--- config.mk ---
export PLATFORM = sky130hd
export DESIGN_NAME = byte_range_header_parser
export DESIGN_NICKNAME = d
export VERILOG_FILES = /design/src/rtl/brhp_pkg.sv /design/src/rtl/byte_range_header_parser.sv
export VERILOG_INCLUDE_DIRS = /design/src /design/src/rtl
export SDC_FILE = /design/constraint.sdc
export NUM_CORES = 1
export LEC_CHECK = 0
export ABC_AREA = 1
export ABC_CLOCK_PERIOD_IN_PS = 14030
export BUFFER_PORTS_ARGS = -buffer_cell sky130_fd_sc_hd__buf_2
export CAP_MARGIN = 25
export CORE_ASPECT_RATIO = 0.8
export CORE_UTILIZATION = 40
export DETAILED_ROUTE_END_ITERATION = 6
export GPL_ROUTABILITY_DRIVEN = 0
export PLACE_DENSITY = 0.59
export RECOVER_POWER = 100
export SYNTH_ARGS = -nofsm -noshare
export SYNTH_HDL_FRONTEND = slang
export SYNTH_SLANG_ARGS = --single-unit
--- constraint.sdc ---
create_clock -name clk -period 14.03 [get_ports clk]
set_input_delay 0.7015 -clock clk [delete_from_list [all_inputs] [get_ports clk]]
set_output_delay 0.7015 -clock clk [all_outputs]
set_load 0.005 [all_outputs]
--- src/rtl/byte_range_header_parser_macros.svh ---
// Assertion macros for the byte range header parser.
// Included by byte_range_header_parser, the RTL module that carries concurrent checks; needs clk and arst_n in scope.
`ifndef BYTE_RANGE_HEADER_PARSER_MACROS_SVH
`define BYTE_RANGE_HEADER_PARSER_MACROS_SVH

`ifndef SYNTH
// same-cycle implication, checked outside reset
`define BRHP_ASSERT_NOW(label, ante, cons, msg) \
	label: assert property (@(posedge clk) disable iff (!arst_n) (ante) |-> (cons)) \
		else $error(msg);
// next-cycle implication, checked outside reset
`define BRHP_ASSERT_NEXT(label, ante, cons, msg) \
	label: assert property (@(posedge clk) disable iff (!arst_n) (ante) |=> (cons)) \
		else $error(msg);
`else
`define BRHP_ASSERT_NOW(label, ante, cons, msg)
`define BRHP_ASSERT_NEXT(label, ante, cons, msg)
`endif

`endif

--- src/rtl/brhp_pkg.sv ---
// Package for the byte range header parser: widths, character codes, parse phases.
// No dependencies; imported by byte_range_header_parser.
package brhp_pkg;

	// width of the decimal accumulators including the sign position
	localparam int VALUE_BITS = 64;
	// accumulators never exceed 2^(VALUE_BITS-1)-1
	localparam int ACC_W = VALUE_BITS - 1;
	// room for acc*10 + digit
	localparam int EXT_W = ACC_W + 4;

	localparam int CHAR_W  = 8;
	localparam int START_W = 63;
	localparam int OFFS_W  = 64;

	localparam int KW_LEN = 5;
	localparam int KW_W   = 3;

	localparam logic [CHAR_W-1:0] CH_SPACE = 8'h20;
	localparam logic [CHAR_W-1:0] CH_EQ    = 8'h3D;
	localparam logic [CHAR_W-1:0] CH_DASH  = 8'h2D;
	localparam logic [CHAR_W-1:0] CH_STAR  = 8'h2A;
	localparam logic [CHAR_W-1:0] CH_SLASH = 8'h2F;
	localparam logic [CHAR_W-1:0] CH_ZERO  = 8'h30;
	localparam logic [CHAR_W-1:0] CH_NINE  = 8'h39;
	localparam logic [CHAR_W-1:0] CH_B     = 8'h62;

	// "bytes"
	localparam logic [CHAR_W-1:0] KEYWORD [KW_LEN] = '{8'h62, 8'h79, 8'h74, 8'h65, 8'h73};

	typedef enum logic [3:0] {
		PH_NONE,
		PH_SEP,
		PH_START,
		PH_DASH,
		PH_ENDNUM,
		PH_ENDSTAR,
		PH_SLASH,
		PH_LENNUM,
		PH_LENSTAR,
		PH_DEAD
	} phase_t;

endpackage

--- src/rtl/byte_range_header_parser.sv ---
// Byte range header parser top level: input register, parse state, result register.
// Depends on brhp_pkg and byte_range_header_parser_macros.svh.
//
// Usage:
//   The input channel (in_valid / in_stall) carries one header character per
//   request, text_char, with is_last marking the final character of a text.
//   The output channel (out_valid / out_stall) carries one result per text:
//   range_bad, start_offset, end_offset, total_length. Characters other than
//   the last produce no result.
//   An accepted last character passes through the input register and then
//   the result register, whose write waits while a stalled result is held.
//   Throughput: one character per cycle while the input is not stalled; each
//   character's step is set by the multiply-by-ten accumulate of one 63-bit number.
//   When the receiver stalls, the result register holds; further characters
//   keep flowing until a second last character reaches the input register,
//   which then stalls the input until the result is taken.
//   Reset (arst_n low) empties both registers and clears the parse state,
//   the same state the block returns to after every last character.
`include "byte_range_header_parser_macros.svh"

module byte_range_header_parser (
	input  logic                                 clk,
	input  logic                                 arst_n,
	input  logic                                 in_valid,
	output logic                                 in_stall,
	input  logic [brhp_pkg::CHAR_W-1:0]          text_char,
	input  logic                                 is_last,
	output logic                                 out_valid,
	input  logic                                 out_stall,
	output logic                                 range_bad,
	output logic [brhp_pkg::START_W-1:0]         start_offset,
	output logic signed [brhp_pkg::OFFS_W-1:0]   end_offset,
	output logic signed [brhp_pkg::OFFS_W-1:0]   total_length
);
	import brhp_pkg::*;

	localparam logic [ACC_W-1:0] VMAX = '1;

	// input register
	logic              valid_s1;
	logic [CHAR_W-1:0] text_char_s1;
	logic              is_last_s1;

	// parse state
	phase_t            phase_q, phase_d;
	logic [KW_W-1:0]   kw_q, kw_d;
	logic              kw_hit;
	logic [ACC_W-1:0]  start_q, end_q, len_q;
	logic [ACC_W-1:0]  start_d, end_d, len_d;
	logic              end_star_q, len_star_q, end_star_d, len_star_d;

	// result register
	logic                     out_valid_q;
	logic                     range_bad_q;
	logic [START_W-1:0]       start_offset_q;
	logic signed [OFFS_W-1:0] end_offset_q;
	logic signed [OFFS_W-1:0] total_length_q;

	logic                     res_bad;
	logic [START_W-1:0]       res_start;
	logic signed [OFFS_W-1:0] res_end;
	logic signed [OFFS_W-1:0] res_len;

	logic             is_digit;
	logic [3:0]       digit;
	logic [ACC_W-1:0] acc_sel, acc_next;
	logic [EXT_W-1:0] acc_ext;
	logic             out_free, process_s1, in_take;

	assign out_free   = !out_valid_q || !out_stall;
	assign process_s1 = valid_s1 && (!is_last_s1 || out_free);
	assign in_stall   = valid_s1 && !process_s1;
	assign in_take    = in_valid && !in_stall;

	always_ff @(posedge clk or negedge arst_n) begin
		if (!arst_n) begin
			valid_s1 <= 1'b0;
		end else if (in_take) begin
			valid_s1 <= 1'b1;
		end else if (process_s1) begin
			valid_s1 <= 1'b0;
		end
	end

	always_ff @(posedge clk) begin
		if (in_take) begin
			text_char_s1 <= text_char;
			is_last_s1   <= is_last;
		end
	end

	assign is_digit = (text_char_s1 >= CH_ZERO) && (text_char_s1 <= CH_NINE);
	assign digit    = is_digit ? 4'(text_char_s1 - CH_ZERO) : 4'd0;

	// next phase and keyword progress
	always_comb begin
		phase_d = phase_q;
		case (phase_q)
			PH_NONE: begin
				phase_d = PH_NONE;
			end
			PH_SEP: begin
				if (text_char_s1 == CH_SPACE || text_char_s1 == CH_EQ) phase_d = PH_SEP;
				else if (is_digit) phase_d = PH_START;
				else phase_d = PH_DEAD;
			end
			PH_START: begin
				if (is_digit) phase_d = PH_START;
				else if (text_char_s1 == CH_DASH) phase_d = PH_DASH;
				else phase_d = PH_DEAD;
			end
			PH_DASH: begin
				if (is_digit) phase_d = PH_ENDNUM;
				else if (text_char_s1 == CH_STAR) phase_d = PH_ENDSTAR;
				else phase_d = PH_DEAD;
			end
			PH_ENDNUM: begin
				if (is_digit) phase_d = PH_ENDNUM;
				else if (text_char_s1 == CH_SLASH) phase_d = PH_SLASH;
				else phase_d = PH_DEAD;
			end
			PH_ENDSTAR: begin
				phase_d = (text_char_s1 == CH_SLASH) ? PH_SLASH : PH_DEAD;
			end
			PH_SLASH: begin
				if (is_digit) phase_d = PH_LENNUM;
				else if (text_char_s1 == CH_STAR) phase_d = PH_LENSTAR;
				else phase_d = PH_DEAD;
			end
			PH_LENNUM: begin
				phase_d = is_digit ? PH_LENNUM : PH_DEAD;
			end
			default: begin
				phase_d = PH_DEAD;
			end
		endcase

		kw_hit = 1'b0;
		if (kw_q < KW_W'(KW_LEN) && text_char_s1 == KEYWORD[kw_q]) begin
			if (kw_q == KW_W'(KW_LEN - 1)) begin
				kw_hit = 1'b1;
				kw_d   = '0;
			end else begin
				kw_d = kw_q + 1'b1;
			end
		end else begin
			kw_d = (text_char_s1 == CH_B) ? KW_W'(1) : '0;
		end

		// a completed keyword restarts the tail
		if (kw_hit) phase_d = PH_SEP;
	end

	// accumulators and result fields
	always_comb begin
		case (phase_q)
			PH_DASH, PH_ENDNUM: acc_sel = end_q;
			PH_SLASH, PH_LENNUM: acc_sel = len_q;
			default: acc_sel = start_q;
		endcase

		// acc*10 + digit, saturate above VMAX
		acc_ext = (EXT_W'(acc_sel) << 3) + (EXT_W'(acc_sel) << 1) + EXT_W'(digit);
		acc_next = (acc_ext > EXT_W'(VMAX)) ? VMAX : acc_ext[ACC_W-1:0];

		start_d    = start_q;
		end_d      = end_q;
		len_d      = len_q;
		end_star_d = end_star_q;
		len_star_d = len_star_q;
		case (phase_q)
			PH_SEP, PH_START: begin
				if (is_digit) start_d = acc_next;
			end
			PH_DASH: begin
				if (is_digit) end_d = acc_next;
				else if (text_char_s1 == CH_STAR) end_star_d = 1'b1;
			end
			PH_ENDNUM: begin
				if (is_digit) end_d = acc_next;
			end
			PH_SLASH: begin
				if (is_digit) len_d = acc_next;
				else if (text_char_s1 == CH_STAR) len_star_d = 1'b1;
			end
			PH_LENNUM: begin
				if (is_digit) len_d = acc_next;
			end
			default: begin
			end
		endcase

		if (kw_hit) begin
			start_d    = '0;
			end_d      = '0;
			len_d      = '0;
			end_star_d = 1'b0;
			len_star_d = 1'b0;
		end

		res_bad   = 1'b1;
		res_start = '0;
		res_end   = '0;
		res_len   = '0;
		case (phase_d)
			PH_DASH: begin
				res_bad   = 1'b0;
				res_start = START_W'(start_d);
				res_end   = '1;
				res_len   = '1;
			end
			PH_LENNUM, PH_LENSTAR: begin
				res_bad   = 1'b0;
				res_start = START_W'(start_d);
				res_end   = end_star_d ? '1 : $signed(OFFS_W'(end_d));
				res_len   = len_star_d ? '1 : $signed(OFFS_W'(len_d));
			end
			default: begin
			end
		endcase
	end

	always_ff @(posedge clk or negedge arst_n) begin
		if (!arst_n) begin
			phase_q    <= PH_NONE;
			kw_q       <= '0;
			start_q    <= '0;
			end_q      <= '0;
			len_q      <= '0;
			end_star_q <= 1'b0;
			len_star_q <= 1'b0;
		end else if (process_s1) begin
			if (is_last_s1) begin
				// text done: back to the reset state
				phase_q    <= PH_NONE;
				kw_q       <= '0;
				start_q    <= '0;
				end_q      <= '0;
				len_q      <= '0;
				end_star_q <= 1'b0;
				len_star_q <= 1'b0;
			end else begin
				phase_q    <= phase_d;
				kw_q       <= kw_d;
				start_q    <= start_d;
				end_q      <= end_d;
				len_q      <= len_d;
				end_star_q <= end_star_d;
				len_star_q <= len_star_d;
			end
		end
	end

	always_ff @(posedge clk or negedge arst_n) begin
		if (!arst_n) begin
			out_valid_q <= 1'b0;
		end else if (process_s1 && is_last_s1) begin
			out_valid_q <= 1'b1;
		end else if (!out_stall) begin
			out_valid_q <= 1'b0;
		end
	end

	always_ff @(posedge clk) begin
		if (process_s1 && is_last_s1) begin
			range_bad_q    <= res_bad;
			start_offset_q <= res_start;
			end_offset_q   <= res_end;
			total_length_q <= res_len;
		end
	end

	assign out_valid    = out_valid_q;
	assign range_bad    = range_bad_q;
	assign start_offset = start_offset_q;
	assign end_offset   = end_offset_q;
	assign total_length = total_length_q;

	`BRHP_ASSERT_NOW(a_stall_only_on_blocked_last, in_stall,
		valid_s1 && is_last_s1 && out_valid_q && out_stall,
		"input stalled without a blocked last request")
	`BRHP_ASSERT_NOW(a_bad_result_zero, out_valid_q && range_bad_q,
		start_offset_q == '0 && end_offset_q == '0 && total_length_q == '0,
		"bad range result carries nonzero fields")
	`BRHP_ASSERT_NEXT(a_reset_after_last, process_s1 && is_last_s1,
		phase_q == PH_NONE && kw_q == '0 && !end_star_q && !len_star_q,
		"parse state not cleared after last character")
	`BRHP_ASSERT_NOW(a_result_source, $rose(out_valid_q),
		$past(process_s1 && is_last_s1),
		"result appeared without a last character")

endmodule
* Word level (Yosys, flattened, before mapping)
Memories as Yosys holds them, arrays and structs flattened.
Cells that the tools add are included.
W data, S select, Z words.
** Storage, ports and cells
- Bits in registers :: 401
- ROM bits :: 64
- Input port bits :: 13
- Word-level logic and storage cells :: 122
- Memories :: 1
** Memories
- (no name shown) :: depth 8, bits a word 8, rd ports 1, clocked after Yosys merged registers in 0, write ports 0, RTL line byte_range_header_parser.sv:139 : if (kw_q < KW_W'(KW_LEN) && text_char_s1 == KEYWORD[kw_q]) begin
** Cells by class
- Add/sub/neg operators :: 4
- $lt $le $gt $ge :: 5
- Eq/ne operators :: 19
- Muxes and demuxes :: 56
- Bitwise logic cells :: 1
- Reduce and logical (&&, ||, !) cells :: 21
** Operator list (number)
- $mux W63 :: 13
- $pmux W64 S2 :: 2
- $mux W64 :: 2
- $pmux W63 S2 :: 1
- $add A66 B64 Y67 :: 1
- $add A67 B4 Y67 :: 1
- $gt A67 B63 Y1 const B :: 1
- $mux W4 :: 13
- $eq A8 B6 Y1 const B :: 5
- $pmux W4 S8 :: 1
- $eq A4 B3 Y1 const B :: 5
- $mux W1 :: 19
- $mux W8 :: 2
- $eq A4 B2 Y1 const B :: 3
- $mux W3 :: 3
- $eq A8 B7 Y1 const B :: 1
- $eq A8 B8 Y1 :: 1
- $ge A8 B6 Y1 const B :: 1
- $le A8 B6 Y1 const B :: 1
- $reduce_or A2 Y1 :: 4
- $logic_and A1 B1 Y1 :: 6
- $logic_not A1 Y1 :: 5
- $eq A4 B1 Y1 const B :: 1
- $eq A4 B4 Y1 const B :: 1
- other kinds (11) :: 13

* Longest topological paths before layout
- Depth after elaboration :: 12
- Depth in mapped cells :: 32

* Worst setup path before layout
OpenSTA, ideal clock, no wires.
- Path type :: in2reg
- From :: in out_stall
- To :: reg end_offset_q[0] (netlist: end_offset[0]), enable pin
- Library setup time :: 0.545 ns
- Data arrival time :: 5.001 ns
- Required time :: 13.485 ns
- Slack :: 8.485 ns
- Cell stages on the path :: 6
- Path buffers :: 1
- Cell sequence :: nand3_1 > nand2_1 > clkbuf_1 > clkinv_1 > nand2_1 > inv_1
** On the way
- Cells in the longest elaborated chain, start to end :: 5
** Ends and longest elaborated chain
- start, declared :: RTL line byte_range_header_parser.sv:29 : input logic out_stall,
- $logic_not A1 Y1
- $logic_or A1 B1 Y1 :: RTL line byte_range_header_parser.sv:70 : assign out_free = !out_valid_q || !out_stall;
- $logic_or A1 B1 Y1 :: RTL line byte_range_header_parser.sv:71 : assign process_s1 = valid_s1 && (!is_last_s1 || out_free);
- $logic_and A1 B1 Y1 :: RTL line byte_range_header_parser.sv:71
- $logic_and A1 B1 Y1 :: RTL line byte_range_header_parser.sv:265 : if (process_s1 && is_last_s1) begin
- end signal, assigned :: RTL line byte_range_header_parser.sv:268 : end_offset_q <= res_end;
- end, declared :: RTL line byte_range_header_parser.sv:56 : logic signed [OFFS_W-1:0] end_offset_q;
Every way passes these cells.
A chain may end at the register's enable or synchronous reset.

* Final worst setup path
- From :: reg phase_q[3]
- To :: reg total_length_q[28] (netlist: total_length[28]) (data pin)
** On the way
- Cells in the longest elaborated chain, start to end :: 12
- Elaborated cells on any way between the ends :: 28
- Those cells by class :: 2 x add/sub; 1 x order compare; 10 x eq/ne; 11 x mux; 4 x reduce/logical
** Ends and longest elaborated chain
- start, declared :: RTL line byte_range_header_parser.sv:45 : phase_t phase_q, phase_d;
- start signal, assigned :: RTL line byte_range_header_parser.sv:243 : phase_q <= phase_d;
- $eq A4 B3 Y1, or another cell as far along :: RTL line byte_range_header_parser.sv:98, byte_range_header_parser.sv:156, byte_range_header_parser.sv:171
- $reduce_or A2 Y1 (no line)
- $pmux W63 S2 :: RTL line byte_range_header_parser.sv:156 : case (phase_q)
- $add A66 B64 Y67 :: RTL line byte_range_header_parser.sv:163 : acc_ext = (EXT_W'(acc_sel) << 3) + (EXT_W'(acc_sel) << 1) + EXT_W'(digit);
- $add A67 B4 Y67 :: RTL line byte_range_header_parser.sv:163
- $gt A67 B63 Y1 :: RTL line byte_range_header_parser.sv:164 : acc_next = (acc_ext > EXT_W'(VMAX)) ? VMAX : acc_ext[ACC_W-1:0];
- $mux W63 :: RTL line byte_range_header_parser.sv:164
- $mux W63 :: RTL line byte_range_header_parser.sv:183, byte_range_header_parser.sv:187
- $mux W63
- $mux W63 :: RTL line byte_range_header_parser.sv:193 : if (kw_hit) begin
- $mux W64 :: RTL line byte_range_header_parser.sv:216 : res_len = len_star_d ? '1 : $signed(OFFS_W'(len_d));
- $pmux W64 S2 * :: RTL line byte_range_header_parser.sv:205 : case (phase_d)
- via res_len[28] :: RTL line byte_range_header_parser.sv:62 : logic signed [OFFS_W-1:0] res_len;
- end signal, assigned :: RTL line byte_range_header_parser.sv:269 : total_length_q <= res_len;
- end, declared :: RTL line byte_range_header_parser.sv:57 : logic signed [OFFS_W-1:0] total_length_q;
The timed path passes the listed nets; every way through them passes the cells marked *.

==> impl_results.md <==
- Status: finished with violations
- Failing checks: max-capacitance violations, max-slew violations
- Leak: roughly 14 nW
- Syn nets: about 3600
- Layout cell share with drive strength beyond 1: 0.06507
- Max-slew violation count: 491
- Clk slew on worst S/H paths: around 0.060 ns
- Finished Cell Area: 28720 um2
- Routed Antenna Nets: 0
- First-pass GRT wire length: between 100000 and 150000 um
- Total clock sinks: 401
- Deepest clock path buffer count: 3
- CP Capture Type: register
- Number of global-route vias before repair: ~22000
- Resize count post-CTS: 0
- Die area: 66810 um2
- Most common cell after layout, fill and taps aside: nand2_1
- Average vias per placed instance: 5.289
- Clk root buf: clkbuf_16
- Hold worst-path end: is_last_s1
- Reg2reg path depth: 32
- Final setup TNS: 0 ns
- Final Cycle Share: 0.7157
- Hold Buf Count CTS: 0
- Core ar.: 64590 um2
- Pwr per Cell Area: 93.80 nW/um2
- FP Rows: 83
- Worst hold path class: input port to register
- # setup viols final: 0
- Layout area overhead: 9.150%
- Hold Crit Depth: 1
- Initial antenna violation count: 1
- Hold path startpoint: is_last
- Max IR drop VDD: a little over 90 uV
- # Max-Cap Violations: 8
- Most used cell, CP: nand2_1
- Vias: 23516
- Initial DRC Count: roughly 2100
- Die height: 231.4 um
- GR Util All Layers: 0.2379
- Synth unique cells: 49
- Worst Skew: 0.01634 ns
- Fmax: 99.58 MHz
- CP max-delay cell: clkbuf_1
- DR DRC count: 0
- Num ports: 207
- Ranking of synthesized cells by area: edfxtp_1, dfrtp_1, nand2_1
- Critical Path Source Type: register
- Minimum clock period: 10.04 ns
- Cell Count, Final, Fillers Out: 4446
- Detailed placer's ending HPWL: 54560 um
- Final hold viol count: 0
- Starting Density: 0.4073
- Placed instance area: 27820 um2
- Worst slew pin tran: between 4 and 5 ns
- Gr ovfl total: 0
- Sequential area share after synthesis: 0.4196
- Min Hold Slack: around 0.3 ns
- Critical path class: register to register
- Worst EP required: between 10 and 15 ns
- Worst r2r src: phase_q[3]
- Fin nets: between 3000 and 4000
- Post-CTS setup repair buffer count: 0
- FFs w/ async S/R, synth: 0.4988
- Post-Syn Instances: ~3400
- Num CTS Buffers: 47
- # diodes: 0
- Dpl cells: 4358
- R2r setup slk: 3.99 ns
- Critical Path AT: around 10 ns
- Pin count of the biggest net entering global routing: 89
- Skew-Pair Late Insertion Delay: 0.58 ns
- Syn avg cell area: between 7 and 8 um2
- WL/cell: 17.95 um
- EDFF count, synth: between 200 and 250
- DIE WIDTH: 288.7 um
- # port buffers: 206
- Synth Warn #: 0
- H-tree depth: 2
- RSZ-0062 raised after global routing: false
- Final WL: 79810 um
- R2R Path End: total_length[28]
- DRT Pass-1 Iters: 5
- Slew Limit Headroom: -2.276
- Dominant synthesized flop cell: edfxtp_1
- Synthesized flop and latch total: 401
- Area fraction of the dominant cell type after synthesis: 0.2294
- Most frequent cells in the layout: nand2_1, nand3_1, nor2_1
- CP max FO: 70
- Cell area after synthesis: 26310 um2
- Top cell type by total area after synthesis: edfxtp_1
- TritonCTS clock tree: done
- CP max stage delay: 2.59 ns
## report_power, final
part | leakage, nW | switching [W] | total, W | internal (W)
combinational | 8.29 | 0.000121 | 0.000158 | 0.0000366
sequential | 4.74 | 0.0000137 | 0.00128 | 0.00127
clock | 0.770 | 0.000516 | 0.00125 | 0.000737
total | 13.8 | 0.000651 | 0.00269 | 0.00204
## registers in the layout, summed over array words and instances, names as in the netlist, 3 cells and up
register / flops
end_offset: 64
end_q: 63
kw_q: 3
len_q: 63
phase_q: 4
start_offset: 63
start_q: 63
text_char_s1: 8
total_length: 64
## layout make-up
cell class / count / area (um2)
timing repair buffer: 233 / 1105
tap: 850 / 1064
inverter: 299 / 1124
multi-input combinational: 2576 / 12820
clock buffer: 66 / 1370
sequential: 401 / 11040
fill: 6686 / 35880
clock inverter: 21 / 192.7
## synthesized netlist by cell type (2+ instances only)
library cell	number
buf_2	52
nor2_2	4
o21a_1	63
and3_1	2
and2_1	2
buf_1	7
o22ai_1	9
clkbuf_1	99
a22oi_1	60
ha_1	128
nor3_1	23
nand4_1	7
buf_4	2
nand3b_1	13
xnor2_1	39
dfrtp_1	200
o21ai_0	92
inv_2	10
nand2_2	6
nor4_1	2
edfxtp_1	201
buf_8	10
o2111ai_1	2
a21oi_1	145
nand2_1	1042
inv_1	288
nor2_4	2
o21bai_1	8
fa_1	2
nand3_2	101
nor2_1	348
xor2_1	9
nand3_1	454
## critical path: cells and delay by family, from the launching register on
kind / cells / cell delay, ns
adder cells (fa/ha/maj): 3 / 0.95
flip-flops: 1 / 0.42
AND/OR/NAND/NOR: 20 / 2.15
AO/OA/AOI/OAI: 1 / 0.30
buffers and inverters: 8 / 5.88
## cells by family after synthesis
logic type                 synth area share
and+or+nand+nor                      0.3385
buffers and inverters               0.07514
DFF                                  0.4196
AOI/OAI and AO/OA                   0.08831
adders and majority gates           0.06239
xor gates and xnor gates            0.01598
## metrics by stage
stage                 util  worst slack, ns  power, W
global placement    0.4306            6.887  0.001470
detailed placement  0.4306            6.684  0.001469
global route        0.4446            3.159  0.002784
floorplan                -            8.485  0.001403
finish              0.4446            3.988  0.002694
CTS                 0.4548            6.681  0.002728
## worst max-delay path by stage
| stage | start | end | slack [ns] | cells after the start |
|---|---|---|---|---|
| 4_1_cts | phase_q[3] | end_offset[14] | 6.68 | 31 |
| 2_1_floorplan | out_stall | end_offset[0] | 8.48 | 6 |
| 3_5_place_dp | phase_q[3] | end_offset[14] | 6.68 | 31 |
| 3_3_place_gp | phase_q[3] | end_offset[14] | 6.89 | 32 |
| 5_1_grt | phase_q[3] | total_length[24] | 3.16 | 32 |
| 6_report | phase_q[3] | total_length[28] | 3.99 | 32 |
## per-layer routing
layer | global-route usage | vias up | wire, um
li1 | - | 11626 | -
met5 | 0 | - | 0
met4 | 0.05477 | 0 | 1468
met3 | 0.03120 | 101 | 5028
met2 | 0.3473 | 727 | 34050
met1 | 0.3684 | 11062 | 39260
(Power assumes the default switching activity.)
